### config.mk
export PLATFORM = sky130hd
export DESIGN_NAME = mac_presence_aging_table
export DESIGN_NICKNAME = d
export VERILOG_FILES = /design/src/rtl/core/mpat_pkg.sv /design/src/rtl/core/mac_presence_aging_table.sv /design/src/rtl/core/mpat_ram.sv /design/src/rtl/core/mpat_engine.sv
export SDC_FILE = /design/constraint.sdc
export NUM_CORES = 2
export LEC_CHECK = 0
export BUFFER_PORTS_ARGS = -buffer_cell sky130_fd_sc_hd__buf_4
export CAP_MARGIN = 15
export CORE_MARGIN = 4
export CORE_UTILIZATION = 55
export DETAILED_ROUTE_END_ITERATION = 10
export GPL_ROUTABILITY_DRIVEN = 1
export PLACE_DENSITY = 0.68
export SKIP_LAST_GASP = 1
export SLEW_MARGIN = 20
export SYNTH_ARGS = -nofsm -noshare
export SYNTH_HDL_FRONTEND = slang
export SYNTH_SLANG_ARGS = --single-unit
export TNS_END_PERCENT = 1
### constraint.sdc
create_clock -name clk_i -period 10.5 [get_ports clk_i]
set_input_delay 1.575 -clock clk_i [delete_from_list [all_inputs] [get_ports clk_i]]
set_output_delay 1.575 -clock clk_i [all_outputs]
set_load 0.02 [all_outputs]
### src/rtl/core/mpat_pkg.sv
`default_nettype none

package mpat_pkg;

  // fixed field widths
  localparam int unsigned KEY_IN_W    = 48;
  localparam int unsigned LIFE_W      = 8;
  localparam int unsigned OUTCOME_W   = 2;
  localparam int unsigned SLOT_W      = 5;
  localparam int unsigned ALIVE_W     = 6;
  localparam int unsigned OUT_TDATA_W = 16;
  localparam int unsigned ALIVE_MAX   = 63;

  // parameter defaults
  localparam int unsigned ENTRIES_DEF   = 32;
  localparam int unsigned KEY_BYTES_DEF = 6;

  // refresh life after reset
  localparam logic [LIFE_W-1:0] LIFE_RESET = 8'd60;

  typedef enum logic [OUTCOME_W-1:0] {
    OUT_REFRESH = 2'd0,
    OUT_INSERT  = 2'd1,
    OUT_DROP    = 2'd2
  } outcome_e;

  // outcome sits in the lowest bits
  typedef struct packed {
    logic [ALIVE_W-1:0] alive_count;
    logic [SLOT_W-1:0]  slot_index;
    outcome_e           outcome;
  } res_t;

endpackage

`default_nettype wire

### src/rtl/core/mac_presence_aging_table.sv
`default_nettype none

// channel   dir  handshake                     payload
// s_axis    in   s_axis_tvalid/s_axis_tready   tdata[47:0] mac_key
// m_axis    out  m_axis_tvalid/m_axis_tready   tdata[1:0] outcome, [6:2] slot_index,
//                                              [12:7] alive_count, [15:13] zero
// cfg       in   cfg_valid_i/cfg_ready_o       cfg_data_i[7:0] refresh_life
//
// each request runs through an accept state, one pass over all ENTRIES entries of
// the key and life memories (one read port each, registered read data), and a
// finish state that writes the chosen slot
// no clearing pass after reset: the first pass treats every read as zero and
// rewrites each entry, so the memories are valid once the first request is done
// the result sits in an output register; a new request is taken while it waits,
// the finish cycle of the next request holds until that register is free

module mac_presence_aging_table #(
  parameter int unsigned ENTRIES   = mpat_pkg::ENTRIES_DEF,
  parameter int unsigned KEY_BYTES = mpat_pkg::KEY_BYTES_DEF
) (
  input  wire                                 clk_i,
  input  wire                                 rst_ni,
  // configuration write
  input  wire                                 cfg_valid_i,
  output logic                                cfg_ready_o,
  input  wire [mpat_pkg::LIFE_W-1:0]          cfg_data_i,    // refresh_life
  // request stream
  input  wire                                 s_axis_tvalid,
  output logic                                s_axis_tready,
  input  wire [mpat_pkg::KEY_IN_W-1:0]        s_axis_tdata,  // mac_key
  // result stream
  output logic                                m_axis_tvalid,
  input  wire                                 m_axis_tready,
  output logic [mpat_pkg::OUT_TDATA_W-1:0]    m_axis_tdata   // outcome, slot_index,
                                                             // alive_count
);

  localparam int unsigned KW = KEY_BYTES * 8;
  localparam int unsigned IW = $clog2(ENTRIES);

  // refresh life register
  logic [mpat_pkg::LIFE_W-1:0] life_q, life_d;

  // output register
  logic           out_valid_q, out_valid_d;
  mpat_pkg::res_t out_data_q, out_data_d;

  // engine result handshake
  logic           res_valid, res_ready;
  mpat_pkg::res_t res;

  // memory ports
  logic [IW-1:0]              raddr, waddr;
  logic [KW-1:0]              key_rdata, key_wdata;
  logic [mpat_pkg::LIFE_W-1:0] life_rdata, life_wdata;
  logic                       key_we, life_we;

  assign cfg_ready_o = 1'b1;
  assign life_d      = (cfg_valid_i && cfg_ready_o) ? cfg_data_i : life_q;

  // output register takes a new result when empty or being drained
  assign res_ready   = !out_valid_q || m_axis_tready;
  assign out_valid_d = res_valid ? 1'b1 : (out_valid_q && !m_axis_tready);
  assign out_data_d  = (res_valid && res_ready) ? res : out_data_q;

  assign m_axis_tvalid = out_valid_q;
  assign m_axis_tdata  = mpat_pkg::OUT_TDATA_W'(out_data_q);

  always_ff @(posedge clk_i or negedge rst_ni) begin
    if (!rst_ni) begin
      life_q      <= mpat_pkg::LIFE_RESET;
      out_valid_q <= 1'b0;
    end else begin
      life_q      <= life_d;
      out_valid_q <= out_valid_d;
    end
  end

  always_ff @(posedge clk_i) begin
    out_data_q <= out_data_d;
  end

  // stored keys
  mpat_ram #(
    .WIDTH (KW),
    .DEPTH (ENTRIES)
  ) u_key_ram (
    .clk_i   (clk_i),
    .we_i    (key_we),
    .waddr_i (waddr),
    .wdata_i (key_wdata),
    .raddr_i (raddr),
    .rdata_o (key_rdata)
  );

  // life counters
  mpat_ram #(
    .WIDTH (mpat_pkg::LIFE_W),
    .DEPTH (ENTRIES)
  ) u_life_ram (
    .clk_i   (clk_i),
    .we_i    (life_we),
    .waddr_i (waddr),
    .wdata_i (life_wdata),
    .raddr_i (raddr),
    .rdata_o (life_rdata)
  );

  // search, age and update sequencer
  mpat_engine #(
    .ENTRIES   (ENTRIES),
    .KEY_BYTES (KEY_BYTES)
  ) u_engine (
    .clk_i        (clk_i),
    .rst_ni       (rst_ni),
    .in_valid_i   (s_axis_tvalid),
    .in_ready_o   (s_axis_tready),
    .in_key_i     (s_axis_tdata),
    .life_i       (life_q),
    .res_valid_o  (res_valid),
    .res_ready_i  (res_ready),
    .res_o        (res),
    .raddr_o      (raddr),
    .key_rdata_i  (key_rdata),
    .life_rdata_i (life_rdata),
    .waddr_o      (waddr),
    .key_we_o     (key_we),
    .key_wdata_o  (key_wdata),
    .life_we_o    (life_we),
    .life_wdata_o (life_wdata)
  );

endmodule

`default_nettype wire

### src/rtl/core/mpat_ram.sv
`default_nettype none

module mpat_ram #(
  parameter int unsigned WIDTH = 8,
  parameter int unsigned DEPTH = 32
) (
  input  wire                     clk_i,
  input  wire                     we_i,
  input  wire [$clog2(DEPTH)-1:0] waddr_i,
  input  wire [WIDTH-1:0]         wdata_i,
  input  wire [$clog2(DEPTH)-1:0] raddr_i,
  output logic [WIDTH-1:0]        rdata_o
);

  logic [WIDTH-1:0] mem_q [DEPTH];

  always_ff @(posedge clk_i) begin
    if (we_i) begin
      mem_q[waddr_i] <= wdata_i;
    end
    rdata_o <= mem_q[raddr_i];
  end

endmodule

`default_nettype wire

### src/rtl/core/mpat_engine.sv
`default_nettype none

module mpat_engine #(
  parameter int unsigned ENTRIES   = mpat_pkg::ENTRIES_DEF,
  parameter int unsigned KEY_BYTES = mpat_pkg::KEY_BYTES_DEF
) (
  input  wire                              clk_i,
  input  wire                              rst_ni,
  // request side
  input  wire                              in_valid_i,
  output logic                             in_ready_o,
  input  wire [mpat_pkg::KEY_IN_W-1:0]     in_key_i,
  input  wire [mpat_pkg::LIFE_W-1:0]       life_i,
  // result side
  output logic                             res_valid_o,
  input  wire                              res_ready_i,
  output mpat_pkg::res_t                   res_o,
  // memory ports
  output logic [$clog2(ENTRIES)-1:0]       raddr_o,
  input  wire [KEY_BYTES*8-1:0]            key_rdata_i,
  input  wire [mpat_pkg::LIFE_W-1:0]       life_rdata_i,
  output logic [$clog2(ENTRIES)-1:0]       waddr_o,
  output logic                             key_we_o,
  output logic [KEY_BYTES*8-1:0]           key_wdata_o,
  output logic                             life_we_o,
  output logic [mpat_pkg::LIFE_W-1:0]      life_wdata_o
);

  localparam int unsigned KW = KEY_BYTES * 8;
  localparam int unsigned IW = $clog2(ENTRIES);
  localparam int unsigned CW = $clog2(ENTRIES + 1);
  localparam int unsigned SW = CW + 1;
  localparam int unsigned LW = mpat_pkg::LIFE_W;

  localparam logic [1:0] ST_IDLE = 2'd0;
  localparam logic [1:0] ST_SCAN = 2'd1;
  localparam logic [1:0] ST_FIN  = 2'd2;

  logic [1:0]    state_q, state_d;
  logic [CW-1:0] cnt_q, cnt_d;
  logic [KW-1:0] key_q, key_d;
  logic          cleared_q, cleared_d;
  logic          match_q, match_d;
  logic [IW-1:0] match_slot_q, match_slot_d;
  logic          match_nz_q, match_nz_d;
  logic          free_q, free_d;
  logic [IW-1:0] free_slot_q, free_slot_d;
  logic [CW-1:0] alive_q, alive_d;

  logic          in_fire, res_fire, proc;
  logic [IW-1:0] paddr;
  logic [KW-1:0] key_rd;
  logic [LW-1:0] life_rd, aged, life_new;
  logic          found;
  logic [IW-1:0] slot;
  logic [SW-1:0] alive_sum;
  logic [mpat_pkg::ALIVE_W-1:0] alive_sat;

  assign in_ready_o  = (state_q == ST_IDLE);
  assign res_valid_o = (state_q == ST_FIN);
  assign in_fire     = in_valid_i && in_ready_o;
  assign res_fire    = res_valid_o && res_ready_i;

  // entry under processing trails the read address by one
  assign proc    = (state_q == ST_SCAN) && (cnt_q != '0);
  assign paddr   = IW'(cnt_q - CW'(1));
  assign raddr_o = (cnt_q < CW'(ENTRIES)) ? cnt_q[IW-1:0] : '0;

  // until the first pass has rewritten every entry, memory reads as zero
  assign key_rd  = cleared_q ? key_rdata_i : '0;
  assign life_rd = cleared_q ? life_rdata_i : '0;
  assign aged    = (life_rd == '0) ? '0 : life_rd - LW'(1);

  assign life_new = (life_i == '0) ? '0 : life_i - LW'(1);
  assign found    = match_q || free_q;
  assign slot     = match_q ? match_slot_q : free_slot_q;

  // patch the chosen slot's contribution into the pass count
  assign alive_sum = SW'(alive_q) - SW'(match_q && match_nz_q)
                   + SW'(found && (life_i > LW'(1)));
  assign alive_sat = (16'(alive_sum) > 16'(mpat_pkg::ALIVE_MAX))
                   ? mpat_pkg::ALIVE_W'(mpat_pkg::ALIVE_MAX)
                   : mpat_pkg::ALIVE_W'(alive_sum);

  always_comb begin
    res_o.alive_count = alive_sat;
    res_o.slot_index  = found ? mpat_pkg::SLOT_W'(slot) : '0;
    if (match_q) begin
      res_o.outcome = mpat_pkg::OUT_REFRESH;
    end else if (free_q) begin
      res_o.outcome = mpat_pkg::OUT_INSERT;
    end else begin
      res_o.outcome = mpat_pkg::OUT_DROP;
    end
  end

  // memory writes: age-back during the pass, slot update at finish
  always_comb begin
    waddr_o      = paddr;
    key_we_o     = 1'b0;
    life_we_o    = 1'b0;
    key_wdata_o  = key_rd;
    life_wdata_o = aged;
    if (proc) begin
      key_we_o  = 1'b1;
      life_we_o = 1'b1;
    end else if (res_fire && found) begin
      waddr_o      = slot;
      key_we_o     = 1'b1;
      life_we_o    = 1'b1;
      key_wdata_o  = key_q;
      life_wdata_o = life_new;
    end
  end

  always_comb begin
    state_d      = state_q;
    cnt_d        = cnt_q;
    key_d        = key_q;
    cleared_d    = cleared_q;
    match_d      = match_q;
    match_slot_d = match_slot_q;
    match_nz_d   = match_nz_q;
    free_d       = free_q;
    free_slot_d  = free_slot_q;
    alive_d      = alive_q;
    unique case (state_q)
      ST_IDLE: begin
        if (in_fire) begin
          key_d   = KW'(in_key_i);
          cnt_d   = '0;
          match_d = 1'b0;
          free_d  = 1'b0;
          alive_d = '0;
          state_d = ST_SCAN;
        end
      end
      ST_SCAN: begin
        if (proc) begin
          if (!match_q && (key_rd == key_q)) begin
            match_d      = 1'b1;
            match_slot_d = paddr;
            match_nz_d   = (aged != '0);
          end
          if (!free_q && (life_rd == '0)) begin
            free_d      = 1'b1;
            free_slot_d = paddr;
          end
          alive_d = alive_q + CW'(aged != '0);
        end
        // counter stops at the table depth
        if (cnt_q == CW'(ENTRIES)) begin
          state_d = ST_FIN;
        end else begin
          cnt_d = cnt_q + CW'(1);
        end
      end
      ST_FIN: begin
        if (res_fire) begin
          cleared_d = 1'b1;
          state_d   = ST_IDLE;
        end
      end
      default: begin
        state_d = ST_IDLE;
      end
    endcase
  end

  always_ff @(posedge clk_i or negedge rst_ni) begin
    if (!rst_ni) begin
      state_q   <= ST_IDLE;
      cnt_q     <= '0;
      cleared_q <= 1'b0;
      match_q   <= 1'b0;
      free_q    <= 1'b0;
      alive_q   <= '0;
    end else begin
      state_q   <= state_d;
      cnt_q     <= cnt_d;
      cleared_q <= cleared_d;
      match_q   <= match_d;
      free_q    <= free_d;
      alive_q   <= alive_d;
    end
  end

  always_ff @(posedge clk_i) begin
    key_q        <= key_d;
    match_slot_q <= match_slot_d;
    match_nz_q   <= match_nz_d;
    free_slot_q  <= free_slot_d;
  end

`ifndef SYNTHESIS
  a_accept_starts_scan: assert property (@(posedge clk_i) disable iff (!rst_ni)
    in_fire |=> (state_q == ST_SCAN) && (cnt_q == '0))
    else $error("scan did not start after accepted request");

  a_cnt_bound: assert property (@(posedge clk_i) disable iff (!rst_ni)
    cnt_q <= CW'(ENTRIES))
    else $error("scan counter past table depth");

  a_alive_bound: assert property (@(posedge clk_i) disable iff (!rst_ni)
    res_valid_o |-> (16'(alive_sum) <= 16'(ENTRIES)))
    else $error("live count exceeds table depth");

  a_cleared_sticky: assert property (@(posedge clk_i) disable iff (!rst_ni)
    cleared_q |=> cleared_q)
    else $error("initial clear flag fell");

  a_scan_writes_only_in_pass: assert property (@(posedge clk_i) disable iff (!rst_ni)
    (life_we_o && !proc) |-> (res_fire && found))
    else $error("life write outside pass or slot update");
`endif

endmodule

`default_nettype wire

== Yosys cells after proc, flatten, opt, wreduce, memory -nomap -nowiden ==
Memory sizes are Yosys's and may differ from the RTL's. A register that Yosys moved wholly into a read port is not among the register bits.
Cells that the tools add are included.
Word-level totals
  register bits after elaboration: 98
  memory bits (writable): 1792
  bits of input ports: 61
  output and inout bits: 19
  word-level logic and storage cells: 102
  memories kept: 2
Memory list
  u_key_ram.mem_q: depth 32, bits a word 48, rd ports 1, clocked after memory_dff 1, write ports 1, line mpat_ram.sv:15  | logic [WIDTH-1:0] mem_q [DEPTH];
  u_life_ram.mem_q: depth 32, bits a word 8, rd ports 1, clocked after memory_dff 1, write ports 1, line mpat_ram.sv:15
Cells by class
  $add $sub $neg: 7
  magnitude comparators: 3
  eq/ne operators: 11
  mux-type cells: 34
  reductions and logical operators: 30
Operators with widths (number)
  $mux 48: 3
  $eq 48x48->1: 1
  $mux 8: 5
  $pmux 6 s2: 2
  $mux 5: 4
  $mux 6: 3
  $logic_not 8->1: 2
  $sub 8x1->8 const B: 2
  $reduce_and 3->1: 5
  $mux 1: 10
  $ne 2x2->1 const B: 5
  $logic_and 1x1->1: 9
  $gt 8x1->1 const B: 1
  $mux 2: 4
  $reduce_and 4->1: 2
  $reduce_bool 8->1: 1
  $add 7x1->7: 1
  $gt 7x6->1 const B: 1
  $sub 6x1->7: 1
  $add 6x1->6: 1
  $add 6x1->6 const B: 1
  $eq 6x6->1 const B: 1
  $lt 6x6->1 const B: 1
  $pmux 2 s3: 1
  11 further kinds: 18

== Longest topological paths before layout ==
  depth in word-level cells: 8
  depth in mapped cells: 15
  gate-level depth less buffers: 12

== By module ==
A second synthesis with hierarchy kept.
Second synthesis, totals
  cells, all modules: 4437
  area, all modules: 77000.1 um^2
By module, submodules not included
  mpat_ram at u_key_ram: instances 1, cells an instance 3364, area each 60724.5 um^2, sequential area each 47085.2 um^2
  mpat_ram at u_life_ram: instances 1, cells an instance 417, area each 10053.4 um^2, sequential area each 7847.5 um^2
  mpat_engine: instances 1, cells an instance 616, area each 5413.9 um^2, sequential area each 2197.1 um^2
  mac_presence_aging_table: instances 1, cells an instance 40, area each 808.3 um^2, sequential area each 620.6 um^2

== Least setup slack after synthesis ==
OpenSTA, ideal clock, no wires.
  path kind: input port to flip-flop
  from: input port m_axis_tready
  to: memory u_key_ram.mem_q[1][0] (netlist name) (enable)
  library setup time: 0.539 ns
  arrival: 6.604 ns
  required time: 9.961 ns
  slack: 3.357 ns
  cell stages on the path: 6
  buffers on the path: 1
  cell sequence: nand2b_1 > nor3b_2 > buf_2 > mux2i_1 > nand2_1 > nor3_1
Between the ends
  cells in the longest elaborated chain, start to end: 7
  elaborated cells on any way between the ends: 9
  those cells by class: mux (6); reduce/logical (3)
Ends and longest elaborated chain
  start: declaration: line mac_presence_aging_table.sv:33  | input wire m_axis_tready,
  $logic_or 1x1->1 (*): line mac_presence_aging_table.sv:62  | assign res_ready = !out_valid_q || m_axis_tready;
  $logic_and 1x1->1 (*): line mpat_engine.sv:62  | assign res_fire = res_valid_o && res_ready_i;
  $logic_and 1x1->1 (*): line mpat_engine.sv:107  | end else if (res_fire && found) begin
  $mux 1: line mpat_engine.sv:107
  $mux 1: line mpat_engine.sv:104  | if (proc) begin
  $mux 1: line mpat_ram.sv:18  | if (we_i) begin
  $mux 1 (not written as such): line mpat_ram.sv:19  | mem_q[waddr_i] <= wdata_i;
  end: declaration: line mpat_ram.sv:15
Mark *: on every way between the ends. The rest lies on a longest branch, timed or not.

== Worst setup path in the final report ==
  from: register u_engine.cnt_q[0]
  to: register u_life_ram.rdata_o[5] (read register of u_life_ram.mem_q)
Between the ends
  cells in the longest elaborated chain, start to end: 2
Ends and longest elaborated chain
  start: declaration: line mpat_engine.sv:40  | logic [CW-1:0] cnt_q, cnt_d;
  start signal: assignment: line mpat_engine.sv:180  | cnt_q <= cnt_d;
  $lt 6x6->1: line mpat_engine.sv:67  | assign raddr_o = (cnt_q < CW'(ENTRIES)) ? cnt_q[IW-1:0] : '0;
  $mux 5 (*): line mpat_engine.sv:67
  end: declaration: line mpat_ram.sv:12  | output logic [WIDTH-1:0] rdata_o
Marks and branches as above.
A chain may end at the register's enable or synchronous reset.

==> flow_metrics.tcl <==
set metrics [dict create \
    die_h_um 380 \
    drive_gt1_frac 0.228 \
    start_util 0.554 \
    synth-xor-area-share 0.00403 \
    min_path_cells 2 \
    peakVddDrop_v 0.000434 \
    syn_inst 3793 \
    syn_area_um2 76000 \
    ys_types 60 \
    cts_buffers 191 \
    slew_violations 0 \
    root_buffer "clkbuf_16" \
    fmax_mhz 182 \
    r2r_start "u_engine.cnt_q[0]" \
    grt_pass1_vias 37486 \
    async_flop_share 0.0134 \
    comb_power_share 0.347 \
    fin_hold_ws_ps 566 \
    reg2reg_to "u_life_ram.rdata_o[5]" \
    p_sw_mw 9.70 \
    h-tree-depth 4 \
    report.final.hold_viol_count 0 \
    postCtsSetupBuffers 0 \
    outcome "finished clean" \
    p_sw_frac 0.338 \
    period_needed_ps 5490 \
    power.density_nw_per_um2 335 \
    slew_headroom 0.169 \
    setup_viol 0 \
    ys_seq_elements 1946 \
    clockBufferDepth 3 \
    worst_pin_slew_ps 1250 \
    routed_wl_um 187000 \
    cts_tree "done" \
    critical_path_arrival_ps 6180 \
    finalInstanceArea_um2 85500 \
    synth_top_family_by_area "multiplexers" \
    clock_sinks 1946 \
    grt_setup_unrepaired "no" \
    start_kind "register" \
    core_um2 137000 \
    hold_path.class "register to register" \
    yosysWarnings 0 \
    p_int_mw 19.0 \
    clk_latency_ps 820 \
    final_common_cell "edfxtp_1" \
    antenna_found_initial 3 \
    synth_edf_count 1864 \
    dr.first_iter.drc_count 4189 \
    maxCapViolations 0 \
    synth_seq_area_share 0.760 \
    row_count 136 \
    synth_compound_area_frac 0.0313 \
    place_congestion 0.868 \
    min_from "u_engine.free_q" \
    whs_endpoint "u_engine.free_q" \
    final_cell_mix "1864 x edfxtp_1, 454 x mux2i_1, 336 x mux4_2" \
    synth_top_area_cell "edfxtp_1" \
    place_hpwl_um 105000 \
    pwr-share-seq 0.420 \
    crit_type "register to register" \
    grt_max_degree 151 \
    synth-main-ff-cell "edfxtp_1" \
    grt_overflow 0 \
    fin_tns_setup_ps 0 \
    regArea_um2 57800 \
    die_w_um 380 \
    wire_per_inst_um 31.6 \
    multi_input_area_um2 17700 \
    fillers 9274 \
    firstDrtPassIters 9 \
    yosys.area_share.simple 0.0188 \
    synth_top_area_frac 0.736 \
    synthAdderAreaFrac 0.00339 \
    grt_pass1_wl_um 270000 \
    timing.final.crit_share 0.523 \
    ant_nets 0 \
    areaGrowthSynthToFinish_pct 12.4 \
    worstPathRequired_ps 11190 \
    path_max_fanout 110 \
    ios 80 \
    avgSynthCellArea_um2 20.0 \
    place_area_um2 79300 \
    grt_use_total 0.259 \
    synth_area_leaders "edfxtp_1 74%, mux4_2 10%, mux2i_1 6.0%" \
    worstSetupEndpointType "register" \
    vias_per_cell 6.44 \
    ctsResizeCount 0 \
    drc 0 \
    rrSetupSlack_ps 5010 \
    clk_pin_slew_ps 60 \
    dieArea_um2 144000 \
    reg2reg_depth 8 \
    portBuffers 75 \
    clock_power_share 0.233 \
    fin_skew_ps 34.5 \
    vias 38138 \
    final_nets 4047 \
    muxShareOfSynthArea 0.169 \
    cts.hold.buffers_added 0 \
    power_leakage_nw 28.4 \
]
logic make-up (layout without fill, tap and decap cells):
| kind of cell | count (synthesis) | after routing |
|---|---|---|
| xor+xnor | 35 | 35 |
| fa+ha+maj | 20 | 20 |
| compound gates | 377 | 377 |
| mux | 854 | 854 |
| flops | 1946 | 1946 |
| buf+inv | 253 | 582 |
| other cells | 2 | 5 |
| simple gates | 306 | 306 |
cell usage after synthesis (all sizes together), types with 7 or more instances:
cell    count
nand4       7
nor3       23
mux4      336
o21ai      68
mux2i     454
nor4        7
nand2b     21
o22ai     240
a21oi      12
or4         7
xor2        9
ha         19
nand2     144
buf        70
mux2       64
dfrtp      22
inv        40
nor2       52
a22o       17
nand3      14
clkbuf    143
xnor2      26
edfxtp   1864
dfxtp      56
cell type report:
cell class / instances / share of cell area
flip-flops and latches: 1946 / 0.676
diodes: 1 / 0.0000293
repair buffers: 191 / 0.0178
inverters: 40 / 0.00176
clock inverters: 87 / 0.0100
multi-input cells: 1596 / 0.207
clock buffers: 264 / 0.0618
well taps: 1794 / 0.0263
sequential cells by signal, indices dropped and copies added (netlist names):
name / flops
u_engine.key_q: 48
u_engine.state_q: 2
u_life_ram.rdata_o: 8
u_key_ram.mem_q: 1536
u_engine.cleared_q: 1
u_engine.match_slot_q: 5
u_engine.cnt_q: 6
u_engine.free_slot_q: 5
u_engine.alive_q: 6
u_engine.match_nz_q: 1
life_q: 8
u_engine.free_q: 1
u_key_ram.rdata_o: 48
m_axis_tvalid: 1
m_axis_tdata: 13
u_life_ram.mem_q: 256
u_engine.match_q: 1
critical path, cell delays in order, from the launching register on:
cell	delay, ps
dfrtp_4	790
buf_4	750
buf_12	680
buf_4	720
buf_4	960
mux2i_1	270
o22ai_1	150
mux4_2	520
mux2_2	270
power by group through the flow:
stage	clock [mW]	combinational, mW	sequential, mW
finish	6.67	9.95	12.1
global route	7.13	10.5	12.2
CTS	6.77	10.0	12.0
detailed placement	0	10.0	12.2
global placement	0	9.89	12.2
floorplan	0	6.32	12.1
per-stage QoR:
step,setup slack (ps),total power [mW],instances,utilization
finish,5010,28.7,5919,0.622
detailed placement,4990,22.2,5567,0.577
floorplan,3360,18.4,3795,-
global route,4790,29.8,5918,0.622
global placement,5050,22.0,5567,0.577
CTS,4990,28.9,5918,0.622
routing by layer:
layer	vias up	share of wire	GRT usage
met5	-	0.000069	0
met4	2	0.033	0.0847
met3	297	0.089	0.0561
met2	1763	0.47	0.403
met1	20124	0.41	0.373
li1	15952	-	-
how the worst max path moves through the flow:
stage                                  endpoint  cells after the start              start
final                     u_life_ram.rdata_o[5]                      8  u_engine.cnt_q[0]
after global routing      u_life_ram.rdata_o[5]                      8  u_engine.cnt_q[0]
after CTS                 u_key_ram.rdata_o[16]                      8  u_engine.cnt_q[0]
after detailed placement  u_key_ram.rdata_o[16]                      8  u_engine.cnt_q[0]
after global placement    u_key_ram.rdata_o[16]                      8  u_engine.cnt_q[0]
after floorplan           u_key_ram.mem_q[1][0]                      6      m_axis_tready
Note: power is estimated with default switching activity, not from simulation.
